$ cat src/sv/cllb_pkg.sv
`default_nettype none
package cllb_pkg;

  // Grid and capacity
  localparam int GRID_SIDE     = 16;
  localparam int MAX_PARTICLES = 65536;
  localparam int NUM_CELLS     = GRID_SIDE * GRID_SIDE * GRID_SIDE;

  // Derived widths
  localparam int SIDE_W = $clog2(GRID_SIDE);
  localparam int CELL_W = $clog2(NUM_CELLS);

  // Fixed field widths
  localparam int COORD_W    = 32;
  localparam int SIZE_W     = 31;
  localparam int QUERY_W    = 12;
  localparam int HEAD_W     = 16;
  localparam int COUNT_W    = 17;
  localparam int CFG_DATA_W = 32;

  // Divider sequencing: one quotient bit per cycle
  localparam int DIV_STEPS = COORD_W;
  localparam int DIV_CNT_W = $clog2(DIV_STEPS + 1);

  typedef enum logic [1:0] {
    CMD_INSERT = 2'd0,
    CMD_READ   = 2'd1,
    CMD_CLEAR  = 2'd2,
    CMD_NOP    = 2'd3
  } cmd_t;

  typedef enum logic [1:0] {
    CFG_X_ORIGIN  = 2'd0,
    CFG_Y_ORIGIN  = 2'd1,
    CFG_Z_ORIGIN  = 2'd2,
    CFG_CELL_SIZE = 2'd3
  } cfg_idx_t;

  typedef struct packed {
    cmd_t                       command;
    logic signed [COORD_W-1:0]  x_coord;
    logic signed [COORD_W-1:0]  y_coord;
    logic signed [COORD_W-1:0]  z_coord;
    logic        [QUERY_W-1:0]  query_cell;
  } req_item_t;

  typedef struct packed {
    logic [HEAD_W-1:0]  particle_index;
    logic [HEAD_W-1:0]  next_in_cell;
    logic [QUERY_W-1:0] cell_number;
    logic [HEAD_W-1:0]  head_value;
    logic               full_flag;
  } rsp_item_t;

  // Controller to datapath
  typedef struct packed {
    logic capture;
    logic read_head;
    logic sweep;
    logic load_out;
  } dp_ctrl_t;

  // Datapath to controller
  typedef struct packed {
    logic div_busy;
    logic sweep_last;
    logic out_free;
  } dp_status_t;

endpackage
`default_nettype wire

$ cat src/sv/cllb_controller.sv
`default_nettype none
module cllb_controller (
  input  wire logic                  clk,
  input  wire logic                  rst,
  input  wire logic                  req_valid,
  input  wire cllb_pkg::cmd_t        req_command,
  output logic                       req_ready,
  input  wire cllb_pkg::dp_status_t  status,
  output cllb_pkg::dp_ctrl_t         ctrl
);
  import cllb_pkg::*;

  typedef enum logic [5:0] {
    S_INIT  = 6'b000001,
    S_IDLE  = 6'b000010,
    S_DIV   = 6'b000100,
    S_ADDR  = 6'b001000,
    S_DONE  = 6'b010000,
    S_SWEEP = 6'b100000
  } state_t;

  state_t state, state_next;

  always_ff @(posedge clk) begin
    if (rst) begin
      state <= S_INIT;
    end else begin
      state <= state_next;
    end
  end

  // Sequence one request at a time
  always_comb begin
    state_next = state;
    ctrl       = '0;
    req_ready  = 1'b0;
    unique case (state)
      S_INIT: begin
        ctrl.sweep = 1'b1;
        if (status.sweep_last) state_next = S_IDLE;
      end
      S_IDLE: begin
        req_ready = 1'b1;
        if (req_valid) begin
          ctrl.capture = 1'b1;
          unique case (req_command)
            CMD_INSERT: state_next = S_DIV;
            CMD_READ:   state_next = S_ADDR;
            CMD_CLEAR:  state_next = S_SWEEP;
            CMD_NOP:    state_next = S_DONE;
          endcase
        end
      end
      S_DIV: begin
        if (!status.div_busy) state_next = S_ADDR;
      end
      S_ADDR: begin
        ctrl.read_head = 1'b1;
        state_next     = S_DONE;
      end
      S_DONE: begin
        if (status.out_free) begin
          ctrl.load_out = 1'b1;
          state_next    = S_IDLE;
        end
      end
      S_SWEEP: begin
        ctrl.sweep = 1'b1;
        if (status.sweep_last) state_next = S_DONE;
      end
      default: state_next = S_INIT;
    endcase
  end

endmodule
`default_nettype wire

$ cat config.mk
export PLATFORM = sky130hd
export DESIGN_NAME = cllb_controller
export DESIGN_NICKNAME = d
export VERILOG_FILES = /design/src/sv/cllb_pkg.sv /design/src/sv/cllb_controller.sv
export SDC_FILE = /design/constraint.sdc
export NUM_CORES = 1
export LEC_CHECK = 0
export BUFFER_PORTS_ARGS = -buffer_cell sky130_fd_sc_hd__buf_4
export CAP_MARGIN = 20
export CORE_AREA = 10 10 47 49
export CTS_BUF_LIST = sky130_fd_sc_hd__clkbuf_16
export CTS_CLUSTER_SIZE = 25
export DETAILED_ROUTE_END_ITERATION = 6
export DIE_AREA = 0 0 57 59
export PLACE_DENSITY_LB_ADDON = 0.12
export SLEW_MARGIN = 20
export SYNTH_ARGS = -nofsm -noshare
export SYNTH_HDL_FRONTEND = slang
export SYNTH_SLANG_ARGS = --single-unit
$ cat constraint.sdc
create_clock -name clk -period 1.2 [get_ports clk]
set_input_delay 0 -clock clk [delete_from_list [all_inputs] [get_ports clk]]
set_output_delay 0 -clock clk [all_outputs]
set_load 0.01 [all_outputs]
; After elaboration in Yosys (flattened, before gate mapping)
; Cells that the tools add are included.
[word_totals]
reg_bits = 6
in_bits = 8
out_inout_bits = 5
wordCells = 32
[op_classes]
n_eq_ne = 14
n_mux = 14
reduce_logical = 3
[ops]
columns = op, count
row1 = 6-bit one-hot mux with 6 select lines, 1
row2 = 6-bit 2-to-1 mux, 5
row3 = 6-bit one-hot mux with 4 select lines, 1
row4 = "2-bit != test, second input constant", 5
row5 = 1-bit 2-to-1 mux, 7
row6 = "6-bit by 1-bit == test with 1-bit output, second input constant", 1
row7 = "6-bit by 2-bit == test with 1-bit output, second input constant", 1
row8 = "6-bit by 3-bit == test with 1-bit output, second input constant", 1
row9 = "6-bit by 4-bit == test with 1-bit output, second input constant", 1
row10 = "6-bit by 5-bit == test with 1-bit output, second input constant", 1
row11 = "6-bit == test, second input constant", 1
row12 = 5-bit AND reduction, 1
row13 = "2-bit == test, second input constant", 2
row14 = "2-bit by 1-bit == test with 1-bit output, second input constant", 1
row15 = 2-bit logical NOT, 1
row16 = 2-bit OR reduction, 1

; Longest topological paths before layout
; Gate-level depths: netlist of the first run.
[logic_depth]
word_depth = 4
ltp_mapped = 6
depth_no_buf = 5

; Worst setup path before layout of the first run
; Ideal clock, no wire load.
[synth_timing]
path_type = register to register
from = reg state[5]
to = reg state[2]
t_arrival_ns = 1.301
required_time_ns = 1.130
path_slack_ns = -0.171
path_stages_with_launch = 7
period_less_slack_ns = 1.371
cell_sequence = dfxtp_1 > buf_6 > nor3_4 > and3_4 > nand2_2 > or3_1 > a21oi_1
[synth_via]
elab_chain_len = 3
elab_cells_between_ends = 13
[synth_rtl]
columns = item, line
row1 = from (decl), cllb_controller.sv:22  ; state_t state, state_next;
row2 = from (signal assigned), cllb_controller.sv:28  ; state <= state_next;
row3 = 6-bit by 3-bit == test with 1-bit output (tied with other cells), cllb_controller.sv:37  ; unique case (state)
row4 = 2-bit != test (no source line), -
row5 = 5-bit AND reduction (no source line), -
; Several ways; a longest one is shown, not always the timed one.
; A chain may end at the register's enable or synchronous reset.

; Worst setup path in the final report of the first run
[layout_timing]
from = reg state[5]
to = reg state[4]
; Same word-level chain as after synthesis.

==> out/metrics.cfg, run 1 <==
[pwr]
p_leak_nw = 0.426
p_per_area_nw_per_um2 = 1770
p_total_mw = 1.65
irDropWorstVdd_uv = 1040

[cells_and_area]
fillCellCount = 105
nNetsFinal = 103
fin_area_um2 = 935
largest_register_ffs = 6
syn_to_final_growth_pct = 81.3
layout-drive-gt1-share = 0.645
multi_input_area_um2 = 432
diodes = 0
regMostFlops = state
reg_top3 = state (6)
seq_area_um2 = 138

[floorplanning]
dieWidth_um = 57
ios = 13
start_util = 0.368
die_area_um2 = 3360
rows = 14
die_y_um = 59
core_area_um2 = 1400

[timing]
rsz0062_at_grt = yes
max_freq_mhz = 696
max_slew_margin = 0.794
hold_viol = 0
finalCriticalPeriod_ns = 1.44
hold_ws_ns = 0.0768
finalCritPeriodShare = 1.20
setup_violations = 8
clock_skew_ns = 0.00225
fin_ws_ns = -0.236
drv_slew = 0
tightestPinTransition_ns = 0.307

[outcome]
violations = setup timing
status = finished with violations

[global_route]
grt_pass1_vias = 543
grt_max_degree = 9
grt_antenna_before_repair = 0
grt-ovfl-total = 0
grtUsageTotal = 0.0990
grt_pass1_wl_mm = 2.59

[detailed_routing]
totalWireLength_mm = 1.64
dr.first_iter.drc_count = 0
first_pass_iters = 1
routedWlPerCell_um = 15.0
drc = 0
ant_nets = 0
route.vias.total = 561
vias_per_cell = 5.15

[placement]
place_hpwl_mm = 1.15
place_congestion = 0.790
place_area_um2 = 726
port_buffers = 12

[critical_path]
critPathLaunchType = flop
path_class = reg -> reg
critPathRequiredTime_ns = 1.32
critical_path.max_stage_delay_ns = 0.36
cp.arrival_ns = 1.56
end_kind = flop
crit_fanout = 5
slowest_stage = dfxtp_4
worstPathCellList = buf_6 -> xor2_1 -> nand3b_1 -> o31ai_4 -> nor4_1 -> o21ba_1

[hold_path]
holdCritPathClass = in -> reg

[synth]
synth.cell_area_um2 = 515
syn_inst = 65
yosysWarningCount = 0
ys_seq_area_frac = 0.233
synth-seq-cells = 6
synth_cell_types = 34
syn_area_per_cell_um2 = 7.93
syn_nets = 73

[cts]
insertion_delay_ns = 0.23
clock-root-buffer = clkbuf_16
h-tree-depth = 1
cts_tree = yes
cts_sinks = 6
cts_buffer_depth = 2
numCtsBuffers = 3
clk_pin_slew_ns = 0.03

[run]
drv_cap = 0

==> logic make-up after synthesis <==
kind of cell / Yosys count / synth area share
buffers and inverters: 8 / 0.0946
xor gates and xnor gates: 4 / 0.0680
DFF: 6 / 0.233
AOI/OAI and AO/OA: 14 / 0.177
and+or+nand+nor: 33 / 0.427
==> through the flow <==
step                      TNS (ns)  cells  worst slack [ns]  utilization
after floorplan             -0.539     65            -0.142            -
after global placement       -1.90    103            -0.462        0.518
after detailed placement     -1.94    103            -0.478        0.518
after CTS                    -1.47    108            -0.245        0.641
after global routing         -1.95    109            -0.328        0.667
final                        -1.38    109            -0.236        0.667
==> cell usage in the layout, fill, tap and decap left out, types with 2 or more instances in the layout <==
cell / count
buf_6: 4
or3_4: 2
clkbuf_16: 3
nand4b_1: 2
nand2_1: 5
dfxtp_4: 4
nor3_4: 2
a21oi_1: 2
buf_4: 25
xor2_1: 3
nor2_4: 3
dfxtp_2: 2
nor2_1: 2
nor2_2: 3
o21ai_1: 2
==> per-layer routing <==
layer	share of wire	GRT usage
met1	0.44	0.102
met2	0.48	0.164
met3	0.056	0.0343
met4	0.023	0.0705
met5	0	0
==> path summary, 6_finish.rpt <==
path | cells after the start | start | to | slack [ns]
setup reg to reg | 6 | state[5]$_SDFFE_PP0P_ | state[4]$_SDFFE_PP0P_ | -0.24
hold / removal | 3 | req_command[1] | state[5]$_SDFFE_PP0P_ | 0.08
setup / recovery | 6 | state[5]$_SDFFE_PP0P_ | state[4]$_SDFFE_PP0P_ | -0.24
hold reg to reg | 3 | state[1]$_SDFFE_PP0P_ | state[5]$_SDFFE_PP0P_ | 0.62
==> area by class of cell <==
type | instances | share of cell area
multi-input combinational | 51 | 0.462
timing repair buffer | 31 | 0.281
sequential | 6 | 0.147
clock buffer | 3 | 0.0803
tap | 16 | 0.0214
inverter | 2 | 0.00803
==> what timing repair did <==
item                                    CTS  global route
buffers inserted                          1             1
hold buffers                              1             0
endpoints found under the setup margin   10            10
pin swaps                                 9            10
resized for setup                        27             7
hold endpoints to repair                  2             0
==> cell usage after synthesis, drive strengths merged <==
master | number | area share
nor3b | 1 | 0.015
o21ai | 3 | 0.029
o31ai | 3 | 0.044
nor2 | 8 | 0.073
nand4b | 2 | 0.034
nand3b | 1 | 0.015
a21o | 1 | 0.015
nor4b | 1 | 0.017
dfxtp | 6 | 0.23
nor4 | 2 | 0.036
nand4 | 1 | 0.012
a21oi | 3 | 0.029
and4bb | 1 | 0.024
a31o | 1 | 0.017
o22ai | 1 | 0.012
or3 | 3 | 0.036
and3 | 2 | 0.034
xnor2 | 1 | 0.017
nand2 | 6 | 0.049
nor2b | 1 | 0.012
o21ba | 1 | 0.019
a31oi | 1 | 0.012
buf | 6 | 0.080
xor2 | 3 | 0.051
inv | 2 | 0.015
and3b | 1 | 0.019
nor3 | 3 | 0.051
==> critical path, delay by kind of cell (launching register included) <==
family,cells,cell delay [ns]
AND/OR/NAND/NOR,2,0.26
XOR/XNOR,1,0.14
buffers and inverters,1,0.12
flip-flops,1,0.36
AO/OA/AOI/OAI,2,0.44
==> power breakdown <==
| part | internal (mW) | switching (mW) |
|---|---|---|
| registers | 0.246 | 0.0914 |
| logic | 0.419 | 0.348 |
| clock network | 0.428 | 0.120 |
| total | 1.09 | 0.560 |
No activity file was read; power rests on OpenSTA's default activity.
==> inputs of run 2 (changes only) <==
--- a/config.mk
+++ b/config.mk
@@ -5,6 +5,7 @@
 export SDC_FILE = /design/constraint.sdc
 export NUM_CORES = 1
 export LEC_CHECK = 0
+export ABC_AREA = 1
 export BUFFER_PORTS_ARGS = -buffer_cell sky130_fd_sc_hd__buf_4
 export CAP_MARGIN = 20
 export CORE_AREA = 10 10 47 49
==> run 2 against run 1 <==
Effect of this change:
- the run now ends clean
- first-iteration DRC count grew 3
- worst hold slack worse by 0.0089 ns
- synthesized area decreased by 2.2%
- synthesized cell count up 4.6%
- maximum frequency rose by 21%
- final area down 17%
- die area stayed put
- combinational power shrank 1%
- clock skew hardly changed
- critical path type unchanged
- largest cell class unchanged
==> out/metrics.cfg, run 2 <==
[synth]
synth_edf_count = 0  ; unchanged
yosys.area.top_type = dfxtp_1
syn_area_per_cell_um2 = 7.42  ; -6.5%
yosys.area.top_type_share = 0.238  ; +0.00520
ys.flop_type = dfxtp_1
syn_nets = 76  ; +4.1%
syn_inst = 68  ; +4.6%
synth-seq-cells = 6  ; unchanged
synth.cell_area_um2 = 504  ; -2.2%
yosysWarningCount = 0  ; unchanged
post-synth-top-count-cell = inv_1
ys_seq_area_frac = 0.238  ; +0.00520
async_flop_share = 0  ; unchanged
synth_area_leaders = dfxtp_1, inv_1, nor2_4
synth_cell_types = 21  ; -38%
yosys-top-cells-count = inv_1, nor2_1, dfxtp_1, nand2_1, nand3_1

[timing]
hold_viol = 0  ; unchanged
fin_ws_ns = 0.0149  ; +0.251 ns
max_freq_mhz = 844  ; +21%
tightestPinTransition_ns = 0.236  ; -0.0708 ns
fin_setup_tns_ns = 0  ; +1.38 ns
drv_slew = 0  ; unchanged
setup_violations = 0  ; -8
finalCriticalPeriod_ns = 1.19  ; -0.251 ns
finalCritPeriodShare = 0.988  ; -0.209
max_slew_margin = 0.843  ; +0.0487
clock_skew_ns = 0.00263  ; +0.000388 ns
rsz0062_at_grt = yes
hold_ws_ns = 0.0678  ; -0.00893 ns

[cells_and_area]
syn_to_final_growth_pct = 53.3
reg_top3 = state (6)
layout-drive-gt1-share = 0.556  ; -0.0896
largest_register_ffs = 6  ; unchanged
diodes = 0  ; unchanged
fin_area_um2 = 773  ; -17%
layoutNonFillerInstCount = 106  ; -2.8%
regMostFlops = state
mostFrequentLayoutCells = buf_4, inv_1, nor2_1, dfxtp_2, nand3_1
final_common_cell = buf_4
nNetsFinal = 100  ; -2.9%

[pwr]
pwr-share-clk = 0.327  ; -0.005
p_leak_nw = 0.389  ; -8.6%
swShare = 0.360  ; +0.0216
p_int_mw = 1.03  ; -6.2%
p_seq_frac = 0.199  ; -0.005
p_per_area_nw_per_um2 = 2070  ; +17%
irDropWorstVdd_uv = 948  ; -8.8%
p_sw_uw = 577  ; +3.2%
comb_power_share = 0.473  ; +0.009

[critical_path]
worst-path-buf-inv = 2  ; +1
end_kind = flop
path_class = reg -> reg
crit_fanout = 6  ; +1
reg2reg_to = state[4]$_SDFFE_PP0P_
startpoint = state[2]$_SDFFE_PP0P_
worstPathCellList = nor2_4 -> nand3_4 -> inv_4 -> nand2_4 -> nand3_4 -> nand2_2 -> inv_2 -> nor2_2
cp_num_cells = 8  ; +2
r2r_cells = 8  ; +2
timing.rr.start = state[2]$_SDFFE_PP0P_
critical_path.max_stage_delay_ns = 0.33  ; -0.03 ns
cp.arrival_ns = 1.30  ; -0.26 ns
r2r_setup_slack_ns = 0.01  ; +0.25 ns
critPathRequiredTime_ns = 1.32  ; about the same
crit_path_end = state[4]$_SDFFE_PP0P_
critPathLaunchType = flop
crit_family = simple AND/OR/NAND/NOR gates
slowest_stage = dfxtp_2
cp_common_cell = nand3_4

[global_route]
grt-ovfl-total = 0  ; unchanged
grtUsageTotal = 0.0808  ; -0.0182
grt_antenna_before_repair = 0  ; unchanged
grt_max_degree = 8  ; -1
grt_pass1_vias = 519  ; -4.4%
grt_pass1_wl_mm = 2.10  ; -19%

[detailed_routing]
vias_per_cell = 4.67  ; -9.3%
ant_nets = 0  ; unchanged
routedWlPerCell_um = 11.2  ; -26%
route.vias.total = 495  ; -12%
dr.first_iter.drc_count = 3  ; +3
first_pass_iters = 4  ; +3
totalWireLength_mm = 1.18  ; -28%
drc = 0  ; unchanged

[cts]
numCtsBuffers = 3  ; unchanged
clk_pin_slew_ns = 0.03  ; about the same
insertion_delay_ns = 0.22  ; about the same
h-tree-depth = 1  ; unchanged
clock-root-buffer = clkbuf_16
cts_sinks = 6  ; unchanged
cts_tree = yes
cts_buffer_depth = 2  ; unchanged

[floorplanning]
rows = 14  ; unchanged
core_area_um2 = 1400  ; unchanged
die_y_um = 59  ; unchanged
start_util = 0.360  ; -0.00804
dieWidth_um = 57  ; unchanged
ios = 13  ; unchanged
die_area_um2 = 3360  ; unchanged

[outcome]
status = finished, final reports clean

[placement]
place_area_um2 = 629  ; -13%
dp_cells = 98  ; -4.9%
port_buffers = 12  ; unchanged
place_hpwl_um = 976  ; -15%
pre_cts_slack_ns = -0.00890  ; +0.469 ns
place_congestion = 0.769  ; -2.7%

[hold_path]
hp-start = req_command[1]
holdCritPathClass = in -> reg

[run]
drv_cap = 0  ; unchanged

[run 2: changes by cell type after synthesis, moves of 3 or more]
| cell | change |
|---|---|
| or3_1 | -3 |
| buf_2 | -3 |
| inv_2 | +3 |
| nor2_1 | +3 |
| o21ai_0 | -3 |
| nand3_1 | +5 |
| o31ai_1 | -3 |
| inv_1 | +10 |
| nand2_4 | +3 |
| nor2_4 | +3 |
| xor2_1 | -3 |
[run 2: layout make-up]
class	instances	area, um^2
fill	138	628
multi-input combinational	46	337
timing repair buffer	19	151
sequential	6	128
clock buffer	3	75.1
inverter	16	62.6
tap	16	20.0
[run 2: layer usage]
metal,global-route usage,vias to the layer above,wire (um)
met2,0.138,8,616
met1,0.0760,226,483
met3,0.0215,2,43
met4,0.0805,0,40
li1,-,259,-
met5,0,-,0
[run 2: stage by stage]
step | util | power, mW
after global placement | 0.449 | 1.01
after floorplan | - | 0.791
after global routing | 0.552 | 1.73
final | 0.552 | 1.60
after detailed placement | 0.449 | 1.01
after CTS | 0.535 | 1.59
[run 2: how the worst min path moves through the flow]
stage / to / slack (ns) / cells past startpoint
6_report: state[2]$_SDFFE_PP0P_ / 0.07 / 3
5_1_grt: state[2]$_SDFFE_PP0P_ / 0.08 / 3
4_1_cts: state[2]$_SDFFE_PP0P_ / 0.07 / 3
3_5_place_dp: state[5]$_SDFFE_PP0P_ / 0.21 / 2
3_3_place_gp: state[5]$_SDFFE_PP0P_ / 0.21 / 2
2_1_floorplan: state[2]$_SDFFE_PP0P_ / 0.07 / 1
[run 2: logic make-up after synthesis]
kind of cell           share of synthesized area
buffers and inverters                      0.119
AO/OA/AOI/OAI                             0.0695
AND/OR/NAND/NOR                            0.573
flip-flops                                 0.238
[run 2: worst register-to-register path, stage by stage (launching register included)]
cell and delay [ns]:
dfxtp_2 0.33, nor2_4 0.23, nand3_4 0.16, inv_4 0.09, nand2_4 0.05, nand3_4 0.10, nand2_2 0.05, inv_2 0.04
nor2_2 0.03
[run 2: power by group through the flow]
stage	registers (mW)	clock network, mW	logic, mW
after floorplan	0.300	0	0.491
after global placement	0.308	0	0.704
after detailed placement	0.307	0	0.707
after CTS	0.310	0.531	0.750
after global routing	0.327	0.547	0.856
final	0.319	0.525	0.759
[run 2: what timing repair did]
item                                    in CTS  in global routing
endpoints found under the hold margin        4                  0
endpoints found under the setup margin       2                 10
gates resized for setup                      6                  6
pin swaps                                    0                  1
hold buffers                                 2                  0
setup buffers                                1                  2
==> inputs of run 3 (changes only) <==
--- a/config.mk
+++ b/config.mk
@@ -9,7 +9,7 @@
 export BUFFER_PORTS_ARGS = -buffer_cell sky130_fd_sc_hd__buf_4
 export CAP_MARGIN = 20
 export CORE_AREA = 10 10 47 49
-export CTS_BUF_LIST = sky130_fd_sc_hd__clkbuf_16
+export CTS_BUF_LIST = sky130_fd_sc_hd__clkbuf_4 sky130_fd_sc_hd__clkbuf_8
 export CTS_CLUSTER_SIZE = 25
 export DETAILED_ROUTE_END_ITERATION = 6
 export DIE_AREA = 0 0 57 59
==> run 3 against run 2 <==
Effect of this change:
- sequential cell count unchanged
- non-clock buffer count down 2
- combinational power down 5.8%
- power down 25%
- clock-buffer cell count unchanged
- setup slack worse by 0.0049 ns
- critical path depth unchanged
- via count down 2.6%
- critical endpoint unchanged
- largest cell class unchanged
- largest power group unchanged
==> out/metrics.cfg, run 3 (synthesis results as in run 2) <==
[cells_and_area]
nNetsFinal = 98  ; -2.0%
reg_top3 = state (6)
mostFrequentLayoutCells = buf_4, inv_1, nor2_1, dfxtp_2
diodes = 0  ; unchanged
final_common_cell = buf_4
regMostFlops = state
largest_register_ffs = 6  ; unchanged
final_core_util = 0.497  ; -0.0545
layout-drive-gt1-share = 0.511  ; -0.0442
syn_to_final_growth_pct = 38.2
layoutNonFillerInstCount = 104  ; -1.9%

[cts]
numCtsBuffers = 3  ; unchanged
cts_sinks = 6  ; unchanged
clock-root-buffer = clkbuf_4
cts_tree = yes
cts_buffer_depth = 2  ; unchanged
h-tree-depth = 1  ; unchanged
insertion_delay_ns = 0.24  ; +0.02 ns
clk_pin_slew_ns = 0.04  ; about the same

[critical_path]
end_kind = flop
timing.rr.start = state[2]$_SDFFE_PP0P_
worst-path-buf-inv = 1  ; -1
critPathRequiredTime_ns = 1.33  ; about the same
cp.arrival_ns = 1.32  ; +0.02 ns
crit_family = simple AND/OR/NAND/NOR gates
path_class = reg -> reg
r2r_cells = 8  ; unchanged
r2r_setup_slack_ns = 0.01  ; about the same
crit_fanout = 6  ; unchanged
worstPathCellList = nor2_4 -> nand3_2 -> nand2_4 -> nand2_4 -> nand3_4 -> nand2_2 -> clkinv_1 -> nor2_2
slowest_stage = dfxtp_2
cp_common_cell = nand2_4
critical_path.max_stage_delay_ns = 0.33  ; about the same
reg2reg_to = state[4]$_SDFFE_PP0P_
critPathLaunchType = flop

[timing]
setup_violations = 0  ; unchanged
finalCritPeriodShare = 0.992  ; +0.00408
tightestPinTransition_ns = 0.217  ; -0.0191 ns
hold_viol = 0  ; unchanged
rsz0062_at_grt = yes
max_slew_margin = 0.855  ; +0.0128
clock_skew_ns = 0.000707  ; -0.00193 ns
max_freq_mhz = 840  ; -0.41%
finalCriticalPeriod_ns = 1.19  ; +0.00489 ns
drv_slew = 0  ; unchanged

[run]
drv_cap = 0  ; unchanged

[floorplanning]
dieWidth_um = 57  ; unchanged
die_area_um2 = 3360  ; unchanged
rows = 14  ; unchanged
core_area_um2 = 1400  ; unchanged
die_y_um = 59  ; unchanged
ios = 13  ; unchanged
start_util = 0.360  ; unchanged

[hold_path]
holdCritPathClass = in -> reg
hold_path_end = state[2]$_SDFFE_PP0P_
hp-start = req_command[1]
whs_path_depth = 3  ; unchanged

[pwr]
irDropWorstVdd_uv = 655  ; -31%
swShare = 0.431  ; +0.0710
p_sw_uw = 519  ; -10%
p_seq_frac = 0.261  ; +0.062
pwr-share-clk = 0.145  ; -0.182
p_leak_nw = 0.354  ; -8.9%
p_per_area_nw_per_um2 = 1730  ; -17%
p_int_uw = 684  ; -33%
comb_power_share = 0.595  ; +0.122

[placement]
place_hpwl_um = 976  ; unchanged
dp_cells = 98  ; unchanged
place_congestion = 0.769  ; unchanged
port_buffers = 12  ; unchanged

[global_route]
grt_pass1_wl_mm = 2.01  ; -4.6%
grt_antenna_before_repair = 0  ; unchanged
grtUsageTotal = 0.0769  ; -0.00389
grt_pass1_vias = 502  ; -3.3%
grt-ovfl-total = 0  ; unchanged
grt_max_degree = 8  ; unchanged

[detailed_routing]
routedWlPerCell_um = 10.8  ; -3.2%
first_pass_iters = 4  ; unchanged
drc = 0  ; unchanged
totalWireLength_mm = 1.13  ; -5.0%
ant_nets = 0  ; unchanged
route.vias.total = 482  ; -2.6%
dr.first_iter.drc_count = 8  ; +5
vias_per_cell = 4.63  ; -0.75%

[outcome]
status = finished, final reports clean

run 3: cell types whose count changed in the layout (fill, tap and decap cells not counted), sizes merged:
cell    delta
buf        -2
inv        -1
clkinv     +1
run 3: repair_timing:
item,in CTS,in global routing
endpoints found under the hold margin,4,0
buffers inserted,1,0
gates resized for setup,4,5
hold buffers,2,0
endpoints found under the setup margin,4,8
pin swaps,0,0
run 3: area by class of cell:
type                            instances  area (um^2)
Tap cell                               16         20.0
Inverter                               16         62.6
Fill cell                             145          704
Sequential cell                         6          128
Multi-Input combinational cell         46          324
Clock buffer                            3         22.5
Timing Repair Buffer                   17          140
run 3: worst register-to-register path: cells and delay by family (launching register included):
family        cells  cell delay [ns]
simple gates      7             0.70
flops             1             0.33
buf+inv           1             0.04
run 3: worst max-delay path by stage:
stage | startpoint | to | slack [ns] | depth (start not counted)
2_1_floorplan | state[1]$_SDFFE_PP0P_ | state[4]$_SDFFE_PP0P_ | 0.06 | 9
3_5_place_dp | state[2]$_SDFFE_PP0P_ | state[4]$_SDFFE_PP0P_ | -0.009 | 8
3_3_place_gp | state[2]$_SDFFE_PP0P_ | state[4]$_SDFFE_PP0P_ | 0.005 | 8
6_report | state[2]$_SDFFE_PP0P_ | state[4]$_SDFFE_PP0P_ | 0.01 | 8
5_1_grt | state[2]$_SDFFE_PP0P_ | state[4]$_SDFFE_PP0P_ | -0.06 | 8
4_1_cts | state[3]$_SDFFE_PP0P_ | state[4]$_SDFFE_PP0P_ | -0.0002 | 8
run 3: layer usage:
metal  routed length, um  up-vias  GRT usage
met3                  75        2     0.0172
li1                    -      255          -
met2                 565       13      0.124
met5                   0        -          0
met4                  34        0     0.0906
met1                 450      212     0.0748
run 3: stage by stage:
stage | setup slack, ns | hold slack (ns) | area (um^2) | setup TNS, ns | power [mW]
finish | 0.0100 | 0.0566 | 697 | 0 | 1.20
global route | -0.0574 | 0.0451 | 697 | -0.241 | 1.33
CTS | -0.000228 | 0.0466 | 684 | -0.000228 | 1.22
detailed placement | -0.00890 | 0.206 | 629 | -0.0106 | 1.01
global placement | 0.00511 | 0.207 | 629 | 0 | 1.01
floorplan | 0.0626 | 0.0691 | 504 | 0 | 0.791
run 3: power groups by stage:
stage	clock network (mW)	registers [mW]	logic, mW
6_report	0.174	0.314	0.715
2_1_floorplan	0	0.300	0.491
3_5_place_dp	0	0.307	0.707
4_1_cts	0.184	0.314	0.718
3_3_place_gp	0	0.308	0.704
5_1_grt	0.203	0.322	0.802
